<file path="src/rtl/sopf_pkg.sv">
package sopf_pkg;

  // Default number of table entries.
  localparam int DEF_TABLE_DEPTH = 32;

  // Port widths.
  localparam int IN_TDATA_W  = 64;
  localparam int IN_TUSER_W  = 2;
  localparam int OUT_TDATA_W = 40;
  localparam int MASK_W      = 32;
  localparam int HCNT_W      = 6;
  localparam int SPHERE_W    = 63;

  typedef enum logic [1:0] {
    OP_CLEAR  = 2'd0,
    OP_STORE  = 2'd1,
    OP_QUERY  = 2'd2,
    OP_QSTORE = 2'd3
  } op_t;

  // One sphere as packed on in_tdata: x in the lowest bits, radius on top.
  typedef struct packed {
    logic [14:0] radius;
    logic [15:0] z;
    logic [15:0] y;
    logic [15:0] x;
  } sphere_t;

  // Commands from the controller to the datapath.
  typedef struct packed {
    logic load;     // latch the accepted item
    logic scan_en;  // read one stored entry into the distance pipeline
    logic commit;   // store, update the table and load the result register
  } cmd_t;

  // Status from the datapath to the controller.
  typedef struct packed {
    logic has_entries;
    logic scan_last;
    logic pipe_busy;
    logic out_free;
  } status_t;

  function automatic logic op_queries(input op_t op);
    return (op == OP_QUERY) || (op == OP_QSTORE);
  endfunction

  function automatic logic op_stores(input op_t op);
    return (op == OP_STORE) || (op == OP_QSTORE);
  endfunction

endpackage

</file>
<file path="src/rtl/sopf_ctrl.sv">
module sopf_ctrl
  import sopf_pkg::*;
(
  input  logic    clk,
  input  logic    rst_n,
  input  logic    in_tvalid,
  input  op_t     in_op,
  output logic    in_tready,
  input  status_t status,
  output cmd_t    cmd
);

  typedef enum logic [1:0] {
    ST_IDLE,
    ST_SCAN,
    ST_DRAIN,
    ST_COMMIT
  } state_t;

  state_t state_r;
  state_t state_nxt;

  always_comb begin
    state_nxt   = state_r;
    cmd         = '0;
    in_tready   = 1'b0;
    unique case (state_r)
      ST_IDLE: begin
        in_tready = 1'b1;
        if (in_tvalid) begin
          cmd.load = 1'b1;
          if (op_queries(in_op) && status.has_entries) begin
            state_nxt = ST_SCAN;
          end else begin
            state_nxt = ST_COMMIT;
          end
        end
      end
      ST_SCAN: begin
        cmd.scan_en = 1'b1;
        if (status.scan_last) begin
          state_nxt = ST_DRAIN;
        end
      end
      ST_DRAIN: begin
        if (!status.pipe_busy) begin
          state_nxt = ST_COMMIT;
        end
      end
      ST_COMMIT: begin
        if (status.out_free) begin
          cmd.commit = 1'b1;
          state_nxt  = ST_IDLE;
        end
      end
      default: state_nxt = ST_IDLE;
    endcase
  end

  always_ff @(posedge clk) begin
    if (!rst_n) begin
      state_r <= ST_IDLE;
    end else begin
      state_r <= state_nxt;
    end
  end

endmodule

</file>
<file path="src/rtl/sopf_dp.sv">
module sopf_dp
  import sopf_pkg::*;
#(
  parameter int TABLE_DEPTH = DEF_TABLE_DEPTH
) (
  input  logic                   clk,
  input  logic                   rst_n,
  input  logic [IN_TDATA_W-1:0]  in_tdata,
  input  op_t                    in_op,
  input  cmd_t                   cmd,
  output status_t                status,
  output logic                   out_tvalid,
  input  logic                   out_tready,
  output logic [OUT_TDATA_W-1:0] out_tdata
);

  localparam int ADDR_W = (TABLE_DEPTH > 1) ? $clog2(TABLE_DEPTH) : 1;
  localparam int CNT_W  = $clog2(TABLE_DEPTH + 1);
  localparam int MSEL_W = $clog2(MASK_W);

  function automatic logic [15:0] abs_diff(input logic [15:0] a, input logic [15:0] b);
    logic [16:0] d;
    logic [16:0] n;
    d = {a[15], a} - {b[15], b};
    n = -d;
    return d[16] ? n[15:0] : d[15:0];
  endfunction

  sphere_t mem [TABLE_DEPTH];

  sphere_t              q_r;
  op_t                  op_r;
  logic [CNT_W-1:0]     entry_count_r;
  logic [ADDR_W-1:0]    scan_addr_r;

  // Distance pipeline: read, differences, squares, compare.
  sphere_t              rd_r;
  logic                 v0_r, v1_r, v2_r, v3_r;
  logic [ADDR_W-1:0]    idx0_r, idx1_r, idx2_r, idx3_r;
  logic [15:0]          adx_r, ady_r, adz_r, rsum_r;
  logic [31:0]          sqx_r, sqy_r, sqz_r, rsq_r;
  logic                 hit_r;

  logic [MASK_W-1:0]    mask_r;
  logic [HCNT_W-1:0]    hcnt_r;
  logic                 out_tvalid_r;
  logic [OUT_TDATA_W-1:0] out_tdata_r;

  logic                 table_full;
  logic                 store_ok;
  logic [33:0]          dist_sum;
  logic [31:0]          idx_ext;

  assign table_full = (entry_count_r == CNT_W'(TABLE_DEPTH));
  assign store_ok   = op_stores(op_r) && !table_full;
  assign dist_sum   = 34'(sqx_r) + 34'(sqy_r) + 34'(sqz_r);
  assign idx_ext    = 32'(idx3_r);

  assign status.has_entries = (entry_count_r != '0);
  assign status.scan_last   = ((CNT_W'(scan_addr_r) + CNT_W'(1)) == entry_count_r);
  assign status.pipe_busy   = v0_r | v1_r | v2_r | v3_r;
  assign status.out_free    = !out_tvalid_r || out_tready;

  assign out_tvalid = out_tvalid_r;
  assign out_tdata  = out_tdata_r;

  // Table write and registered read.
  always_ff @(posedge clk) begin
    if (cmd.commit && store_ok) begin
      mem[entry_count_r[ADDR_W-1:0]] <= q_r;
    end
  end

  always_ff @(posedge clk) begin
    if (cmd.scan_en) begin
      rd_r <= mem[scan_addr_r];
    end
  end

  // Control state.
  always_ff @(posedge clk) begin
    if (!rst_n) begin
      entry_count_r <= '0;
      scan_addr_r   <= '0;
      v0_r          <= 1'b0;
      v1_r          <= 1'b0;
      v2_r          <= 1'b0;
      v3_r          <= 1'b0;
      out_tvalid_r  <= 1'b0;
    end else begin
      v0_r <= cmd.scan_en;
      v1_r <= v0_r;
      v2_r <= v1_r;
      v3_r <= v2_r;
      if (cmd.load) begin
        scan_addr_r <= '0;
      end else if (cmd.scan_en) begin
        scan_addr_r <= scan_addr_r + ADDR_W'(1);
      end
      if (cmd.commit) begin
        if (op_r == OP_CLEAR) begin
          entry_count_r <= '0;
        end else if (store_ok) begin
          entry_count_r <= entry_count_r + CNT_W'(1);
        end
      end
      if (cmd.commit) begin
        out_tvalid_r <= 1'b1;
      end else if (out_tready) begin
        out_tvalid_r <= 1'b0;
      end
    end
  end

  // Payload registers.
  always_ff @(posedge clk) begin
    if (cmd.load) begin
      q_r  <= sphere_t'(in_tdata[SPHERE_W-1:0]);
      op_r <= in_op;
    end
    idx0_r <= scan_addr_r;
    idx1_r <= idx0_r;
    idx2_r <= idx1_r;
    idx3_r <= idx2_r;
    adx_r  <= abs_diff(q_r.x, rd_r.x);
    ady_r  <= abs_diff(q_r.y, rd_r.y);
    adz_r  <= abs_diff(q_r.z, rd_r.z);
    rsum_r <= 16'(q_r.radius) + 16'(rd_r.radius);
    sqx_r  <= adx_r * adx_r;
    sqy_r  <= ady_r * ady_r;
    sqz_r  <= adz_r * adz_r;
    rsq_r  <= rsum_r * rsum_r;
    hit_r  <= (dist_sum <= 34'(rsq_r));
    if (cmd.load) begin
      mask_r <= '0;
      hcnt_r <= '0;
    end else if (v3_r && hit_r) begin
      if (idx_ext < MASK_W) begin
        mask_r[idx_ext[MSEL_W-1:0]] <= 1'b1;
      end
      if (hcnt_r != '1) begin
        hcnt_r <= hcnt_r + HCNT_W'(1);
      end
    end
    if (cmd.commit) begin
      out_tdata_r <= OUT_TDATA_W'({op_stores(op_r) && table_full, hcnt_r, mask_r});
    end
  end

endmodule

</file>
<file path="src/rtl/sphere_overlap_pair_finder_top.sv">
// Sphere overlap finder: keeps a table of spheres and tests new spheres
// against every stored one.
//
// Input channel (in_*): one beat per item. in_tuser carries the op (clear,
// store, query, query then store); in_tdata carries the sphere centre and
// radius. Every accepted beat produces exactly one result beat on out_*,
// carrying the hit mask over the stored entries, the hit count and a flag
// that marks a store dropped because the table was full.
//
// The block works on one item at a time. A query scans the stored entries
// through the single shared distance pipeline, which reads one entry per
// cycle, then lets the pipeline drain and commits. Clear, store and queries
// on an empty table go straight to the commit. A new item is accepted in
// the cycle after the commit.
//
// Reset empties the table; no clearing pass is needed. When the receiver
// stalls, the result waits in the output register and a new item may still
// be accepted and worked on; it holds in its final step until the output
// register is free.
module sphere_overlap_pair_finder_top
  import sopf_pkg::*;
#(
  parameter int TABLE_DEPTH = DEF_TABLE_DEPTH
) (
  input  logic                   clk,
  input  logic                   rst_n,
  input  logic                   in_tvalid,
  output logic                   in_tready,
  // pos_x [15:0], pos_y [31:16], pos_z [47:32], radius [62:48], zero [63]
  input  logic [IN_TDATA_W-1:0]  in_tdata,
  // op [1:0]
  input  logic [IN_TUSER_W-1:0]  in_tuser,
  output logic                   out_tvalid,
  input  logic                   out_tready,
  // hit_mask [31:0], hit_count [37:32], table_full [38], zero [39]
  output logic [OUT_TDATA_W-1:0] out_tdata
);

  cmd_t    cmd;
  status_t status;
  op_t     in_op;

  assign in_op = op_t'(in_tuser);

  // The controller sequences each item: accept; for a query with stored
  // entries, scan them and drain the pipeline; then commit store and result.
  sopf_ctrl u_ctrl (
    .clk       (clk),
    .rst_n     (rst_n),
    .in_tvalid (in_tvalid),
    .in_op     (in_op),
    .in_tready (in_tready),
    .status    (status),
    .cmd       (cmd)
  );

  // The datapath holds the table memory, the distance pipeline, the hit
  // accumulators and the output register.
  sopf_dp #(
    .TABLE_DEPTH (TABLE_DEPTH)
  ) u_dp (
    .clk        (clk),
    .rst_n      (rst_n),
    .in_tdata   (in_tdata),
    .in_op      (in_op),
    .cmd        (cmd),
    .status     (status),
    .out_tvalid (out_tvalid),
    .out_tready (out_tready),
    .out_tdata  (out_tdata)
  );

  // Only one item is in flight, so an accepted beat closes the input.
  a_one_item: assert property (@(posedge clk) disable iff (!rst_n)
    in_tvalid && in_tready |=> !in_tready)
    else $error("input accepted twice in a row");

  // The hit count can never fall below the number of mask bits set.
  a_count_mask: assert property (@(posedge clk) disable iff (!rst_n)
    out_tvalid |-> (out_tdata[37:32] >= 6'($countones(out_tdata[31:0]))))
    else $error("hit count below mask population");

  // A result is only committed from the final step of an item.
  a_commit_scan: assert property (@(posedge clk) disable iff (!rst_n)
    cmd.commit |-> !status.pipe_busy && !cmd.scan_en)
    else $error("commit while the distance pipeline is busy");

endmodule
</file>
<file path="config.mk">
export PLATFORM = sky130hd
export DESIGN_NAME = sphere_overlap_pair_finder_top
export DESIGN_NICKNAME = d
export VERILOG_FILES = /design/src/rtl/sopf_pkg.sv /design/src/rtl/sopf_ctrl.sv /design/src/rtl/sopf_dp.sv /design/src/rtl/sphere_overlap_pair_finder_top.sv
export SDC_FILE = /design/constraint.sdc
export NUM_CORES = 2
export LEC_CHECK = 0
export BUFFER_PORTS_ARGS = -buffer_cell sky130_fd_sc_hd__buf_2
export CORE_MARGIN = 2
export CORE_UTILIZATION = 45
export DETAILED_ROUTE_END_ITERATION = 10
export GPL_TIMING_DRIVEN = 0
export PLACE_DENSITY = 0.65
export REMOVE_ABC_BUFFERS = 1
export SLEW_MARGIN = 20
export SYNTH_ARGS = -nofsm -noshare
export SYNTH_HDL_FRONTEND = slang
export SYNTH_SLANG_ARGS = --single-unit
</file>
<file path="constraint.sdc">
create_clock -name clk -period 9.8 [get_ports clk]
set_clock_uncertainty 0.1 [all_clocks]
set_input_delay 0 -clock clk [delete_from_list [all_inputs] [get_ports clk]]
set_output_delay 0 -clock clk [all_outputs]
set_load 0.01 [all_outputs]
</file>
==> run_results.csv <==
group,metric,value,unit
timing,setup_viol,0,
synth,synth-edff-count,2183,
synth,synth_flop_cell,"edfxtp_1",
cts,cts_tree,"built",
synth,yosysTopAreaCellShare,53.0,%
synth,yosysUniqueCellTypes,85,
grt,grt_pass1_vias,71000,
floorplanning,die_area,0.279,mm^2
grt,antenna_found_initial,5,
grt,grt_pass1_wl,446000,um
final_layout,area_growth,15.1,%
floorplanning,fp.dieH,528,um
synth,ys_seq_area_share,57.3,%
cts,ctsHoldBuffers,137,
worst_setup_path,critical_path_required,10540,ps
cts,cts_setup_buffers,0,
floorplanning,pin_count,112,
routing,ant_nets,0,
grt,grt-busiest-layer,"met2",
synth,ys_seq_elements,2448,
timing,rsz0062_at_grt,"false",
cts,cts_max_level,4,
cts,clockBufferDepth,4,
worst_setup_path,worstPathArrival,8290,ps
synth,synth_top_cell_by_area,"edfxtp_1",
routing,routed_wl,296000,um
routing,vias,67700,
floorplanning,start_util,45.2,%
timing,max_slew_margin,20.3,%
floorplanning,placeableCoreArea,0.274,mm^2
synth,syn_area_per_cell,15.8,um^2
timing,final.min_clock_period,7550,ps
final_layout,drive_gt1_share,17.0,%
cts,clk_pin_slew,60,ps
grt,gr-total-overflow,0,
grt,grt_util_met3,2.94,%
run_status,status,"complete, no violations",
routing,wl_per_cell,24.4,um
placed_design,hpwl,209000,um
synth,synth.area.top_cells,"edfxtp_1 (53%), mux4_2 (11%), fa_1 (11%)",
grt,met1_usage,29.6,%
cts,cts_buffers,247,
worst_setup_path,end_kind,"flip-flop",
worst_setup_path,path_class,"flip-flop to flip-flop",
routing,drt_iter0_markers,6623,
timing,report.final.slew_viol_count,0,
cts,root_buffer,"clkbuf_16",
floorplanning,num_rows,192,
job,drv_cap,0,
timing,timing.fmax,132,MHz
timing,finalHoldViolations,0,
synth,yosysWarnings,0,
placed_design,io_buffer_count,109,
cts,cts_sinks,2448,
grt,met2_usage,35.6,%
grt,grt_util_all_layers,21.4,%
routing,drc,0,
final_layout,layout.nets,9628,
timing,worst_hold_slack,144,ps
routing,drt-pass1-iter-count,5,
grt,grt_start_max_net_pins,48,
timing,tightest_slew,1200,ps
routing,via_per_inst,5.58,
synth,synthCells,7850,
placed_design,gp_congestion,0.864,
cts,cts_resized,0,
final_layout,final_cell_mix,"edfxtp_1 (2183), inv_1 (1119), fa_1 (661), mux4_2 (630), ha_1 (569)",
min_path,min_path_type,"primary input to flip-flop",
synth,syn_area,0.124,mm^2
timing,fin_crit_sh,77.1,%
cts,clk_latency,920,ps
worst_setup_path,crit_fanout,14,
synth,synth_async_sr_flop_share,0,%
final_layout,final_common_cell,"edfxtp_1",
floorplanning,die_w,528,um
worst_setup_path,start_kind,"flip-flop",
[flip-flops by register name, indices dropped and copies added (netlist names), 2 cells and up]
signal	cells
u_ctrl.state_r	2
u_dp.adx_r	16
u_dp.ady_r	16
u_dp.adz_r	16
u_dp.entry_count_r	6
u_dp.hcnt_r	6
u_dp.idx0_r	5
u_dp.idx1_r	5
u_dp.idx2_r	5
u_dp.idx3_r	5
u_dp.mask_r	32
u_dp.mem	2016
u_dp.op_r	2
u_dp.out_tdata	39
u_dp.q_r	63
u_dp.rd_r	63
u_dp.rsq_r	31
u_dp.rsum_r	16
u_dp.scan_addr_r	5
u_dp.sqx_r	31
u_dp.sqy_r	31
u_dp.sqz_r	31
[through the flow]
step	instances	instance area [um^2]	utilization, %	TNS (ps)	worst slack [ps]
global route	12100	142000	52.1	0	1860
floorplan	7615	123000	-	-892190	-13100
global placement	11300	128000	46.7	-7915720	-23550
CTS	12100	142000	52.0	0	2220
finish	12100	142000	52.1	0	2250
detailed placement	11500	133000	48.6	0	2270
[layer usage]
metal | share of wire, % | up-vias
li1 | - | 29400
met1 | 42 | 35400
met2 | 49 | 2384
met3 | 6.8 | 470
met4 | 2.6 | 2
met5 | 0.0044 | -
[path summary, 6_finish.rpt]
path | slack, ps | cells past startpoint | to | startpoint
setup / recovery | 2250 | 23 | u_dp.rsq_r[29] | u_dp.rsum_r[4]
hold reg to reg | 220 | 0 | u_dp.idx2_r[3] | u_dp.idx1_r[3]
setup reg to reg | 2250 | 23 | u_dp.rsq_r[29] | u_dp.rsum_r[4]
hold / removal | 140 | 4 | u_dp.hcnt_r[4] | in_tvalid
[cells in the mapped netlist, types with 59 or more instances]
| library cell | n |
|---|---|
| inv_1 | 1119 |
| fa_1 | 661 |
| a21oi_1 | 215 |
| a21o_1 | 99 |
| nor2_1 | 325 |
| edfxtp_1 | 2183 |
| xor2_1 | 86 |
| ha_1 | 570 |
| nand3_1 | 59 |
| nand2_1 | 332 |
| dfxtp_1 | 265 |
| clkbuf_1 | 186 |
| mux4_2 | 630 |
| xnor2_1 | 207 |
| mux2_2 | 68 |
| and2_1 | 203 |
| o21ai_0 | 96 |
[logic make-up (layout without fill, tap and decap cells)]
kind of cell	after synthesis	count (layout)	synth area share, %
AND/OR/NAND/NOR	1175	1175	4.58
XOR/XNOR	294	294	2.09
multiplexers	701	701	12.1
buffers and inverters	1354	2032	4.11
flip-flops	2448	2448	57.3
AO/OA/AOI/OAI	646	646	3.37
other	1	5	0.00303
adder cells (fa/ha/maj)	1231	1231	16.5
[critical path, stage by stage (launching register included)]
cell and delay, ps:
dfxtp_1 900, inv_1 500, nor2_1 340, fa_1 460
inv_1 80, fa_1 440, fa_1 520, inv_1 60
fa_1 540, inv_1 50, fa_1 450, fa_1 500
inv_1 40, ha_1 360, a21oi_1 250, nor2_1 60
a211oi_1 230, o21ai_0 130, o21bai_1 390, o21ai_1 200
a211o_1 300, a31o_2 230, a21oi_1 210, xnor2_1 140
[layout make-up]
| class | instances | area [um^2] |
|---|---|---|
| Sequential cell | 2448 | 70900 |
| Fill cell | 21600 | 131000 |
| Inverter | 1119 | 4200 |
| Antenna cell | 4 | 10.0 |
| Tap cell | 3589 | 4490 |
| Clock buffer | 316 | 6610 |
| Clock inverter | 134 | 1310 |
| Multi-Input combinational cell | 4048 | 48000 |
| Timing Repair Buffer | 463 | 6910 |
Power is left out: the tool's default activity adds up to more than one toggle a clock period on the data nets, which glitch-free logic cannot reach.
